**config.mk**
```make
export PLATFORM = sky130hd
export DESIGN_NAME = dsc_queue
export DESIGN_NICKNAME = d
export VERILOG_FILES = /design/src/hdl/dsc_queue.sv
export SDC_FILE = /design/constraint.sdc
export NUM_CORES = 1
export LEC_CHECK = 0
export BUFFER_PORTS_ARGS = -buffer_cell sky130_fd_sc_hd__buf_2
export CELL_PAD_IN_SITES_DETAIL_PLACEMENT = 2
export CELL_PAD_IN_SITES_GLOBAL_PLACEMENT = 2
export CORE_ASPECT_RATIO = 1.25
export CORE_UTILIZATION = 42
export CTS_BUF_LIST = sky130_fd_sc_hd__clkbuf_8 sky130_fd_sc_hd__clkbuf_16
export DETAILED_ROUTE_END_ITERATION = 6
export GPL_ROUTABILITY_DRIVEN = 0
export PLACE_DENSITY = 0.85
export SLEW_MARGIN = 10
export SYNTH_ARGS = -nofsm -noshare
export SYNTH_HDL_FRONTEND = slang
export SYNTH_SLANG_ARGS = --single-unit
```
**constraint.sdc**
```tcl
create_clock -name i_clk -period 47.7 [get_ports i_clk]
set_clock_uncertainty 0.1 [all_clocks]
set_input_delay 14.31 -clock i_clk [delete_from_list [all_inputs] [get_ports i_clk]]
set_output_delay 14.31 -clock i_clk [all_outputs]
set_load 0.05 [all_outputs]
```
**src/hdl/dsc_queue.sv**
```systemverilog
// Two-entry queue of finished name snapshots between front and back.
// No package dependencies.
module dsc_queue #(
    parameter int W = 270
) (
    input  logic         i_clk,
    input  logic         i_rst_n,
    input  logic         i_push,
    input  logic [W-1:0] i_data,
    input  logic         i_pop,
    output logic         o_valid,
    output logic         o_full,
    output logic [W-1:0] o_data
);
    logic [W-1:0] r_data [2];
    logic [1:0]   r_cnt, n_cnt;
    logic         r_rd, r_wr;

    always_comb begin
        n_cnt = r_cnt;
        if (i_push && !i_pop) begin
            n_cnt = r_cnt + 2'd1;
        end else if (!i_push && i_pop) begin
            n_cnt = r_cnt - 2'd1;
        end
    end

    always_ff @(posedge i_clk) begin
        if (!i_rst_n) begin
            r_cnt <= '0;
            r_rd  <= 1'b0;
            r_wr  <= 1'b0;
        end else begin
            r_cnt <= n_cnt;
            if (i_push) r_wr <= ~r_wr;
            if (i_pop)  r_rd <= ~r_rd;
        end
        if (i_push) begin
            r_data[r_wr] <= i_data;
        end
    end

    assign o_valid = (r_cnt != 2'd0);
    assign o_full  = (r_cnt == 2'd2);
    assign o_data  = r_data[r_rd];
endmodule

```
==> metrics <==
average wire per standard cell=28.3 um; core box area=0.0482 mm2; data arrival time of the critical path=4.03 ns; Synth Area in Simple Gates=0.274%; Setup Viol. Count Final=0; hold crit path type=reg2reg; Final Slew Violations=0; Mapped Nets=1137; multiplexer share of the synthesized area=18.5%; Worst R2R Start=r_wr; vias per inst=4.94; top-area cell type share of the netlist area=between 70% and 80%; TNS Setup=0 ns; max-capacitance violation count=0; Area contributors post-synth=edfxtp_1, mux2_4, mux2_2; post-synthesis cell type count=17; Leak Pwr=10.0 nW; Worst Path Max Fanout=58; Pwr Total=1.18 mW; #FFs+latches synth=between 500 and 600; Yosys warning count=0; Core Util, Final=53.1%; Max stage delay on crit path=0.94 ns; post-synthesis compound-gate area fraction=less than 1%; Total GRT Usage=24.0%; dpl hpwl=between 40000 and 50000 um; minimum clock period=18.44 ns; vias in the first global route=12200; number of buffers added on ports=545; num rows=90; most frequent CP cell=buf_4; critical path startpoint category=flip-flop; global-route wire length before repair=84300 um; PwrDens=46.0 mW/mm2; slowest CP cell=buf_4; clk sinks=545; Ports=546; Max-slew headroom=roughly 20%; Die Ht=roughly 250 um; P&R area growth vs syn=24.8%; crit path capture=o_data[42]; worst vdd ir=0.0000335 V; Hold Fails Final Rpt=0; sequential element share of the synthesized area=between 70% and 80%; total gr overflow=0; actual slew at the worst max-slew pin=about 1.2 ns; Final #Nets=1720; DRT Pass-1 Iters=4; Worst Hold Launch=r_cnt[1]; RSZ-0062 raised after global routing=no; Synth area leader=edfxtp_1; adder-cell share of the synthesized area=0.0610%; DRT iter0 DRCs=410; Worst EP required=33.29 ns; Synth Area in XOR/XNOR=0.128%; initial antenna violation count=22; CP Capture Type=output pin; die width=approximately 200 um; maximum root-to-sink buffer count=3; post-CTS setup buffers=0; TritonCTS Buffers=55; DRC Markers=0; hold_buf cts=0; share of cells above drive strength 1=approximately three fifths; post-synthesis average cell area=23.8 um2; R2R cell count=3; critical path type=reg2out; largest net degree at the start of global routing=84; vias=around 11000; clock slew at reported path FFs=roughly 0.060 ns; Die Footprint=about 0.050 mm2; R2R setup slack=44.32 ns; Clock Latency Late Sink=0.59 ns; worst hold margin=0.416 ns; CTS tree=built; largest family of logic cells by synthesized area=multiplexers; critical-path cell list=buf_4 -> buf_4 -> mux2_2 -> buf_2; Post-CTS Resized=0; reg2reg end=r_data[1][164]; H-Tree Depth=2; status=finished, final reports clean; fin crit share=38.7%; Routed WL=around 61000 um; Synth Cell Area=0.0205 mm2; DRT antenna net count=0; Post-Synthesis Cells=862; Initial Utilization=42.6%; Max Freq=0.0542 GHz; root buf cell=clkbuf_16
-- layer usage --
metal	global-route usage [%]	share of wire [%]	vias to the layer above	wire, um
met5	0	0.11	-	65
met4	12.1	4.9	10	2980
met3	6.84	7.1	142	4340
met2	46.5	56	459	34400
met1	22.1	32	5369	19200
li1	-	-	4636	-
-- cell usage after synthesis --
cell,n
edfxtp_1,540
mux2_4,200
mux2_2,70
buf_6,23
buf_2,7
dfxtp_1,5
and2_1,4
nor2b_1,3
xor2_1,2
a21boi_0,1
ha_1,1
inv_1,1
o21a_1,1
o21ai_0,1
or2_2,1
or3_1,1
xnor2_1,1
-- worst max-delay path: cells and delay by family, from the launching register on --
kind	cells	cell delay [ns]
buffers and inverters	3	2.04
multiplexers	1	0.43
flip-flops	1	0.80
-- flip-flops by register name, indices dropped and copies added, names as in the netlist, named ones only --
signal	flops
r_rd	1
r_cnt	2
r_data	540
r_wr	1
-- logic make-up after synthesis --
kind of cell,count (synthesis)
flip-flops,545
multiplexers,270
buffers and inverters,31
AND/OR/NAND/NOR,9
AO/OA/AOI/OAI,3
XOR/XNOR,3
adder cells (fa/ha/maj),1
-- worst min-delay path by stage --
stage / end / slack, ns / cells after the start
after CTS: r_cnt[1] / 0.43 / 2
after floorplan: r_cnt[1] / 0.37 / 2
after global placement: r_cnt[1] / 0.38 / 2
final: r_cnt[1] / 0.42 / 2
after global routing: r_cnt[1] / 0.45 / 2
after detailed placement: r_cnt[1] / 0.42 / 2
-- per-stage QoR --
| step | setup slack (ns) | cells | cell area [um2] |
|---|---|---|---|
| after floorplan | 20.65 | 862 | 20500 |
| after global placement | 29.97 | 2032 | 23900 |
| after detailed placement | 29.85 | 2032 | 23900 |
| after CTS | 29.19 | 2129 | 25600 |
| after global routing | 29.11 | 2145 | 25600 |
| final | 29.26 | 2150 | 25600 |
-- cell type report --
cell class | instances | area (um2)
flip-flops and latches | 545 | 16300
repair buffers | 556 | 2810
clock buffers | 57 | 1430
clock inverters | 40 | 277
inverters | 1 | 3.75
fillers | 4384 | 22600
diodes | 21 | 52.6
well taps | 644 | 806
multi-input cells | 286 | 3920
-- report_power, final --
part	leakage, nW	total (mW)	switching, mW	internal (mW)
sequential	5.11	0.566	0.0111	0.555
combinational	4.02	0.198	0.138	0.0602
clock	0.887	0.415	0.179	0.236
total	10.0	1.18	0.328	0.851
-- cell usage in the layout, fill, tap and decap left out, types with 2 or more instances in the layout --
master / instances
buf_4: 11
mux2_4: 200
buf_2: 545
clkinvlp_4: 2
and2_1: 3
clkinv_2: 11
mux2_2: 70
diode_2: 21
inv_1: 14
xor2_1: 2
clkinv_1: 10
dfxtp_1: 4
edfxtp_1: 540
bufinv_16: 4
clkbuf_16: 57
nor2b_1: 2
Note: power is estimated with default switching activity, not from simulation.
