File: config.mk
export PLATFORM = sky130hd
export DESIGN_NAME = dsc_front_flat
export DESIGN_NICKNAME = d
export VERILOG_FILES = /design/src/hdl/dsc_pkg.sv /design/src/hdl/dsc_if.sv /design/src/hdl/dsc_front.sv /design/src/flat_wrapper.sv
export SDC_FILE = /design/constraint.sdc
export NUM_CORES = 1
export LEC_CHECK = 0
export BUFFER_PORTS_ARGS = -buffer_cell sky130_fd_sc_hd__buf_2
export CAP_MARGIN = 20
export CORE_MARGIN = 2
export CORE_UTILIZATION = 40
export DETAILED_ROUTE_END_ITERATION = 10
export HOLD_SLACK_MARGIN = 0.08
export MAX_ROUTING_LAYER = met4
export PLACE_DENSITY = 0.63
export SYNTH_ARGS = -nofsm -noshare
export SYNTH_HDL_FRONTEND = slang
export SYNTH_SLANG_ARGS = --single-unit
File: constraint.sdc
create_clock -name i_clk -period 3.2 [get_ports i_clk]
set_clock_uncertainty 0.05 [all_clocks]
set_input_delay 0.64 -clock i_clk [delete_from_list [all_inputs] [get_ports i_clk]]
set_output_delay 0.64 -clock i_clk [all_outputs]
set_load 0.05 [all_outputs]
File: src/hdl/dsc_pkg.sv
// Shared types and constants for the domain suffix classifier.
// No dependencies; the interface, front, back and top files refer to it by scoped names.
package dsc_pkg;

    localparam int CHAR_W = 8;
    localparam int LEN_W  = 6;
    localparam int APP_W  = 5;
    localparam int IDX_W  = 6;
    localparam int POS_W  = 5;

    localparam logic [LEN_W-1:0]  LEN_SAT  = 6'd63;
    localparam logic [CHAR_W-1:0] DOT_CHAR = 8'h2E;
    localparam logic [CHAR_W-1:0] UPPER_A  = 8'h41;
    localparam logic [CHAR_W-1:0] UPPER_Z  = 8'h5A;
    localparam logic [CHAR_W-1:0] CASE_OFS = 8'h20;

    localparam logic KIND_NAME = 1'b0;
    localparam logic KIND_RULE = 1'b1;

    typedef enum logic [1:0] {
        BK_IDLE,
        BK_SLOT,
        BK_CMP,
        BK_DONE
    } t_back_state;

    // rule table write command, front to back
    typedef struct packed {
        logic              en;
        logic [IDX_W-1:0]  slot;
        logic [POS_W-1:0]  pos;
        logic [CHAR_W-1:0] ch;
        logic [LEN_W-1:0]  len;
        logic [APP_W-1:0]  app;
    } t_rule_wr;

    // back status seen by the front
    typedef struct packed {
        logic idle;
    } t_back_status;

endpackage

File: src/hdl/dsc_if.sv
// Valid/ready channel interfaces for the classifier input and result.
// Depends on dsc_pkg for field widths.
interface dsc_in_if;
    logic                        valid;
    logic                        ready;
    logic                        kind;
    logic [dsc_pkg::CHAR_W-1:0]  name_byte;
    logic                        last_byte;
    logic [dsc_pkg::IDX_W-1:0]   rule_slot;
    logic [dsc_pkg::POS_W-1:0]   char_pos;
    logic [dsc_pkg::CHAR_W-1:0]  pattern_char;
    logic [dsc_pkg::LEN_W-1:0]   pattern_len;
    logic [dsc_pkg::APP_W-1:0]   app_value;

    modport source (output valid, kind, name_byte, last_byte, rule_slot, char_pos,
                    pattern_char, pattern_len, app_value, input ready);
    modport sink   (input valid, kind, name_byte, last_byte, rule_slot, char_pos,
                    pattern_char, pattern_len, app_value, output ready);
endinterface


File: src/hdl/dsc_front.sv
// Front end: takes input transfers, builds the lower-cased tail window and
// length, pushes snapshots on the last byte, forwards rule writes. Uses dsc_pkg.
module dsc_front #(
    parameter int MAX_SUFFIX_LEN = 32
) (
    input  logic                   i_clk,
    input  logic                   i_rst_n,
    dsc_in_if.sink                 i_in,
    input  dsc_pkg::t_back_status  i_status,
    input  logic                   i_q_valid,
    input  logic                   i_q_full,
    output logic                   o_push,
    output logic [(MAX_SUFFIX_LEN+1)*dsc_pkg::CHAR_W+dsc_pkg::LEN_W-1:0] o_snap,
    output dsc_pkg::t_rule_wr      o_wr
);
    localparam int CW = dsc_pkg::CHAR_W;
    localparam int WB = (MAX_SUFFIX_LEN + 1) * CW;

    logic [WB-1:0]              r_win, n_win;
    logic [dsc_pkg::LEN_W-1:0]  r_len, n_len;
    logic [CW-1:0]              lc;
    logic                       accept;
    logic                       is_rule;

    assign is_rule = (i_in.kind == dsc_pkg::KIND_RULE);
    // rule writes wait until no scan is pending so a scan sees a stable table
    assign i_in.ready = is_rule ? (i_status.idle && !i_q_valid)
                                : (!i_in.last_byte || !i_q_full);
    assign accept = i_in.valid && i_in.ready;

    always_comb begin
        lc = i_in.name_byte;
        if (i_in.name_byte >= dsc_pkg::UPPER_A && i_in.name_byte <= dsc_pkg::UPPER_Z) begin
            lc = i_in.name_byte + dsc_pkg::CASE_OFS;
        end
    end

    always_comb begin
        n_win  = r_win;
        n_len  = r_len;
        o_push = 1'b0;
        o_snap = {r_win[WB-CW-1:0], lc,
                  (r_len == dsc_pkg::LEN_SAT) ? r_len : r_len + 6'd1};
        if (accept && !is_rule) begin
            if (i_in.last_byte) begin
                o_push = 1'b1;
                n_win  = '0;
                n_len  = '0;
            end else begin
                n_win = o_snap[WB+dsc_pkg::LEN_W-1:dsc_pkg::LEN_W];
                n_len = o_snap[dsc_pkg::LEN_W-1:0];
            end
        end
    end

    always_ff @(posedge i_clk) begin
        if (!i_rst_n) begin
            r_win <= '0;
            r_len <= '0;
        end else begin
            r_win <= n_win;
            r_len <= n_len;
        end
    end

    assign o_wr.en   = accept && is_rule;
    assign o_wr.slot = i_in.rule_slot;
    assign o_wr.pos  = i_in.char_pos;
    assign o_wr.ch   = i_in.pattern_char;
    assign o_wr.len  = i_in.pattern_len;
    assign o_wr.app  = i_in.app_value;
endmodule

File: src/flat_wrapper.sv
// flat-port wrapper written by rule: the top's interface ports become plain ports
module dsc_front_flat 
#(
    parameter int MAX_SUFFIX_LEN = 32
)
  (i_clk, i_rst_n, i_status, i_q_valid, i_q_full, o_push, o_snap, o_wr, i_in_valid, i_in_kind, i_in_name_byte, i_in_last_byte, i_in_rule_slot, i_in_char_pos, i_in_pattern_char, i_in_pattern_len, i_in_app_value, i_in_ready);
  dsc_in_if i_in_i ();
  input  logic i_clk;
  input  logic i_rst_n;
  input  dsc_pkg::t_back_status i_status;
  input  logic i_q_valid;
  input  logic i_q_full;
  output logic o_push;
  output logic [(MAX_SUFFIX_LEN+1)*dsc_pkg::CHAR_W+dsc_pkg::LEN_W-1:0] o_snap;
  output dsc_pkg::t_rule_wr o_wr;
  input wire logic [$bits(i_in_i.valid)-1:0] i_in_valid;
  input wire logic [$bits(i_in_i.kind)-1:0] i_in_kind;
  input wire logic [$bits(i_in_i.name_byte)-1:0] i_in_name_byte;
  input wire logic [$bits(i_in_i.last_byte)-1:0] i_in_last_byte;
  input wire logic [$bits(i_in_i.rule_slot)-1:0] i_in_rule_slot;
  input wire logic [$bits(i_in_i.char_pos)-1:0] i_in_char_pos;
  input wire logic [$bits(i_in_i.pattern_char)-1:0] i_in_pattern_char;
  input wire logic [$bits(i_in_i.pattern_len)-1:0] i_in_pattern_len;
  input wire logic [$bits(i_in_i.app_value)-1:0] i_in_app_value;
  output wire logic [$bits(i_in_i.ready)-1:0] i_in_ready;
  assign i_in_i.valid = i_in_valid;
  assign i_in_i.kind = i_in_kind;
  assign i_in_i.name_byte = i_in_name_byte;
  assign i_in_i.last_byte = i_in_last_byte;
  assign i_in_i.rule_slot = i_in_rule_slot;
  assign i_in_i.char_pos = i_in_char_pos;
  assign i_in_i.pattern_char = i_in_pattern_char;
  assign i_in_i.pattern_len = i_in_pattern_len;
  assign i_in_i.app_value = i_in_app_value;
  assign i_in_ready = i_in_i.ready;
  dsc_front #(.MAX_SUFFIX_LEN(MAX_SUFFIX_LEN)) u_core (.i_clk(i_clk), .i_rst_n(i_rst_n), .i_in(i_in_i), .i_status(i_status), .i_q_valid(i_q_valid), .i_q_full(i_q_full), .o_push(o_push), .o_snap(o_snap), .o_wr(o_wr));
endmodule
==> metrics.yaml, run 1 <==
gr-total-overflow: 0
gp_congestion: 0.767
yosysWarnings: 0
rows: 60
wl_per_cell_um: 16.8
ctsResizeCount: 0
cpMaxStageDelayCell: "dfxtp_1"
slowest_delay_ns: 0.39
clockBufferDepth: 3
placed_cell_area_um2: 12100
maxCapViolations: 0
critPathCaptureType: "primary output"
cp_num_cells: 5
synth_edf_count: 0
h-tree-depth: 1
grtUsageTotal_pct: 20.2
final_antenna_net_count: 0
leakage_nw: 6.46
hp-class: "primary input to flop"
synth-seq-area-share_pct: 48.4
hold_slack_ns: 0.440
required_ns: 2.51
rsz0062_at_grt: "false"
cp-startpoint: "u_core.r_len[0]$_SDFFE_PN0N_"
setup_viol: 0
worstPathArrival_ns: 2.31
slew_headroom_pct: 29.7
final.period_utilization_pct: 93.8
period_needed_ns: 3.00
cts_tree: "built"
path_class: "flop to primary output"
wirelength_mm: 29.8
insertedDiodeCount: 0
power_density_nw_per_um2: 528
fillers: 2667
grt_max_degree: 141
placedCellCount: 1725
yosys_register_bits: 262
path_delay_family: "simple AND/OR/NAND/NOR gates"
path_cells: "ha_1 -> nand3_1 -> nor2_1 -> mux2_2 -> buf_2"
startpoint_type: "flop"
synth_cell_types: 38
dieArea_um2: 28400
critPathMaxFanout: 6
grt_pass1_wl_mm: 46.5
synthArstFlopShare_pct: 0
crit_end: "o_snap[1]"
synth_cells: 1235
synth_area_um2: 10800
dp_hpwl_mm: 18.3
portBuffers: 288
clk_latency_ns: 0.54
finalPower_mw: 6.90
tns_ns: 0
io_pins: 349
syn_avg_cell_area_um2: 8.78
drt_iter0_markers: 647
first_global_vias: 8346
r2r_cells: 5
die_w_um: 169
syn_nets: 1283
r2r_start: "u_core.r_len[0]$_SDFFE_PN0N_"
fmax_ghz: 0.333
yosys.area.top_type: "dfxtp_1"
cts_hold_buf: 0
grt_antenna_before_repair: 0
synth_top_area_share_pct: 48.4
syn2layout_area_growth_pct: 20.5
ys.flop_type: "dfxtp_1"
ir_drop_mv: 0.377
post_cts_buffers: 0
drive_gt1_share_pct: 24.9
final_cells: 1777
postLayoutCellArea_um2: 13100
vias_per_cell: 5.11
die_height_um: 169
drcViolationCount: 0
root_buffer: "clkbuf_16"
core_area_um2: 26800
clock-sinks: 262
r2r_end: "u_core.r_len[0]$_SDFFE_PN0N_"
r2r_slack_ns: 1.61
clk_pin_slew_ns: 0.06
yosys-top-cells-area: "dfxtp_1, and3_1, nor2b_1, a21oi_1, clkbuf_1"
critPathBufInv: 1
vias: 9079
cts_buffers: 29
initial_core_util_pct: 40.4
hold_viol_final: 0
nets: 1463
slew_violations: 0
dr.pass1.iters: 5
worst_slew_pin_slew_ns: 1.05
status: "completed"
-- worst min-delay path, stage by stage --
cell    delay [ns]
buf_2         0.09
o31a_2        0.15
a32o_1        0.11
-- synthesized netlist by cell type (2+ instances only) --
cell	count
and3_1	255
a21oi_1	258
nand2_1	7
nor2b_1	254
buf_4	36
nand3_1	4
buf_2	15
nand2b_1	2
o22ai_1	2
clkbuf_1	95
inv_1	5
ha_1	2
dfxtp_1	262
buf_6	2
nor2_1	6
a22oi_1	2
mux2_2	2
and3_2	2
a32o_1	4
o21ai_0	2
-- routing by layer --
layer  up-vias  wire, um  global-route usage (%)
li1       4541         -                       -
met1      4222     14000                    27.8
met2       277     13100                    30.5
met3        39      2190                    5.14
met4         0       493                    3.82
met5         -         0                       -
-- area by class of cell --
| cell class | instances | area (um2) | share of cell area (%) |
|---|---|---|---|
| clock inverter | 9 | 85.1 | 0.652 |
| timing repair buffer | 299 | 1570 | 12.0 |
| sequential | 262 | 5250 | 40.2 |
| clock buffer | 43 | 868 | 6.65 |
| multi-input combinational | 818 | 4840 | 37.1 |
| tap | 341 | 427 | 3.27 |
| inverter | 5 | 23.8 | 0.182 |
-- layout by cell type (no fill, tap or decap), drive strengths merged, types with 3 or more instances in the layout --
cell	netlist	final
dfxtp	262	262
o21ai	4	4
nand2	7	7
clkbuf	97	43
clkinv	0	5
nor2	6	6
nand3	4	4
a21oi	258	258
inv	5	5
nor2b	255	255
buf	53	299
and3	257	257
clkinvlp	0	3
a32o	4	4
-- through the flow --
step	worst slack, ns	util, %
global route	0.0482	48.7
finish	0.200	48.7
global placement	0.455	45.2
CTS	0.174	48.7
detailed placement	0.449	45.2
floorplan	0.349	-
-- power by group --
part | switching (mW) | total (mW) | internal (mW)
combinational | 0.256 | 0.343 | 0.0874
clock | 1.33 | 3.28 | 1.95
sequential | 0.00450 | 3.27 | 3.27
total | 1.59 | 6.90 | 5.30
-- cell families after synthesis --
group                    synth area share, %
adder cells (fa/ha/maj)                0.231
AO/OA/AOI/OAI                           13.3
AND/OR/NAND/NOR                         30.7
XOR/XNOR                              0.0808
buffers and inverters                   7.05
flip-flops                              48.4
multiplexers                           0.208
-- registers in the layout, summed over array words and instances (netlist names) --
signal        count
u_core.r_len      6
u_core.r_win    256
-- worst min path at each step --
stage / startpoint / to / slack, ns / cells after the start
finish: i_in_name_byte[7] / u_core.r_win[6]$_SDFFE_PN0N_ / 0.44 / 3
floorplan: u_core.r_len[2]$_SDFFE_PN0N_ / u_core.r_len[2]$_SDFFE_PN0N_ / 0.42 / 2
CTS: i_in_name_byte[7] / u_core.r_win[6]$_SDFFE_PN0N_ / 0.41 / 3
detailed placement: u_core.r_win[252]$_SDFFE_PN0N_ / u_core.r_win[252]$_SDFFE_PN0N_ / 0.44 / 2
global placement: u_core.r_win[252]$_SDFFE_PN0N_ / u_core.r_win[252]$_SDFFE_PN0N_ / 0.43 / 2
global route: i_in_name_byte[7] / u_core.r_win[6]$_SDFFE_PN0N_ / 0.44 / 3
No activity file was read; power rests on OpenSTA's default activity.
==> run 2: changes to the inputs <==
==> constraint.sdc (replaced) <==
create_clock -name i_clk -period 3.3 [get_ports i_clk]
set_clock_uncertainty 0.05 [all_clocks]
set_input_delay 0.66 -clock i_clk [delete_from_list [all_inputs] [get_ports i_clk]]
set_output_delay 0.66 -clock i_clk [all_outputs]
set_load 0.05 [all_outputs]
==> run 2 against run 1 <==
Net effect:
- global-route usage fell by 0.13 points
- register-to-register slack improved by 0.10 ns
- first-iteration DRC count rose by 24%
- utilization fell by 0.079 points
- sequential power fell by 3%
- largest cell class unchanged
- highest routed layer unchanged
==> metrics.yaml, run 2 (synthesis gave the netlist of run 1 again) <==
slew_violations: 0  # unchanged
fillers: 2647  # -0.75%
hold_slack_ns: 0.456  # +0.0152 ns
status: "completed"
gr-total-overflow: 0  # unchanged
cp-startpoint: "u_core.r_len[0]$_SDFFE_PN0N_"
r2r_start: "u_core.r_len[0]$_SDFFE_PN0N_"
cts_hold_buf: 0  # unchanged
setup_viol: 0  # unchanged
die_w_um: 169  # unchanged
hp-class: "flop to flop"
path_delay_family: "simple AND/OR/NAND/NOR gates"
nets: 1459  # -0.27%
grt_max_degree: 257  # +82%
slew_headroom_pct: 9.42  # -20 points
clk_pin_slew_ns: 0.06  # about the same
layout_commonest_cell: "buf_2"
leakage_nw: 6.44  # -0.25%
pre_cts_ws_ns: 0.524  # +0.0744 ns
drive_gt1_share_pct: 24.5  # -0.35 points
h-tree-depth: 1  # unchanged
layout_common_cells: "buf_2, dfxtp_1, a21oi_1"
core_area_um2: 26800  # unchanged
maxCapViolations: 0  # unchanged
initial_core_util_pct: 40.4  # unchanged
drt_iter0_markers: 804  # +24%
portBuffers: 288  # unchanged
critPathCaptureType: "primary output"
io_pins: 349  # unchanged
hold_start: "u_core.r_len[1]$_SDFFE_PN0N_"
vias_per_cell: 5.14  # +0.70%
die_height_um: 169  # unchanged
final.period_utilization_pct: 90.2
vias: 9122  # +0.47%
worstPathArrival_ns: 2.27  # -0.04 ns
grt_pass1_wl_mm: 46.0  # -1.1%
worst_slew_pin_slew_ns: 1.36  # +0.304 ns
grtUsageTotal_pct: 20.1  # -0.13 points
top_register: "u_core.r_win"
rsz0062_at_grt: "false"
final_antenna_net_count: 0  # unchanged
ir_drop_mv: 0.358  # -4.9%
post_cts_buffers: 0  # unchanged
largest_reg_flops: 256  # unchanged
critPathMaxFanout: 6  # unchanged
required_ns: 2.59  # +0.08 ns
grt_antenna_before_repair: 0  # unchanged
hold_viol_final: 0  # unchanged
first_global_vias: 8249  # -1.2%
insertedDiodeCount: 0  # unchanged
slowest_delay_ns: 0.39  # about the same
path_cells: "ha_1 -> nand3_1 -> nor2_1 -> mux2_2 -> buf_2"
gp_congestion: 0.793  # +3.4%
post-route-util_pct: 48.6  # -0.079 points
wirelength_mm: 29.8  # -0.20%
root_buffer: "clkbuf_16"
cpMaxStageDelayCell: "dfxtp_1"
syn2layout_area_growth_pct: 20.3
power_density_nw_per_um2: 514  # -2.8%
reg_top3: "u_core.r_win: 256 flops, u_core.r_len: 6 flops"
fin_ws_ns: 0.322  # +0.123 ns
dieArea_um2: 28400  # unchanged
cts_tree: "built"
rows: 60  # unchanged
dr.pass1.iters: 5  # unchanged
wl_per_cell_um: 16.8  # about the same
path_class: "flop to primary output"
clock-sinks: 262  # unchanged
fmax_ghz: 0.336
ctsResizeCount: 0  # unchanged
period_needed_ns: 2.98
drcViolationCount: 0  # unchanged
critPathBufInv: 1  # unchanged
startpoint_type: "flop"
dp_hpwl_mm: 17.7  # -3.5%
clockBufferDepth: 3  # unchanged
cts_buffers: 29  # unchanged
clk_latency_ns: 0.53  # about the same
tns_ns: 0  # unchanged
-- run 2: layout make-up --
cell class                 instances  area [um2]  share of cell area [%]
clock buffer                      46         890                    6.82
clock inverter                     6        60.1                   0.461
inverter                           5        23.8                   0.182
multi-input combinational        818        4840                    37.1
sequential                       262        5250                    40.2
tap                              341         427                    3.27
timing repair buffer             295        1550                    11.9
-- run 2: metrics by stage --
step	power [mW]	cells	area, um2
3_5_place_dp	3.57	1721	12100
2_1_floorplan	3.59	1235	10800
4_1_cts	6.78	1773	13000
6_report	6.69	1773	13000
3_3_place_gp	3.57	1721	12100
5_1_grt	6.93	1773	13000
-- run 2: per-layer routing --
metal	wire length [um]	global-route usage, %	share of wire, %
met1	13900	27.6	47
met2	13100	30.2	44
met5	0	-	0
met4	665	4.61	2.2
met3	2120	4.63	7.1
-- run 2: power by group --
group / switching (mW) / internal (mW) / total, mW
clock: 1.28 / 1.91 / 3.19
sequential: 0.00430 / 3.17 / 3.17
combinational: 0.247 / 0.0836 / 0.330
-- run 2: worst paths after layout --
| kind | end | slack, ns | depth (start not counted) |
|---|---|---|---|
| hold reg to reg | u_core.r_len[1]$_SDFFE_PN0N_ | 0.46 | 2 |
| hold / removal | u_core.r_len[1]$_SDFFE_PN0N_ | 0.46 | 2 |
| setup reg to reg | u_core.r_len[0]$_SDFFE_PN0N_ | 1.71 | 5 |
| setup / recovery | o_snap[1] | 0.32 | 5 |
-- run 2: worst reg2reg max path: stages, from the launching register on --
cell and delay (ns):
dfxtp_1 0.34, ha_1 0.25, nand3_1 0.14, nor2_1 0.13
or4_1 0.48, a21boi_1 0.13
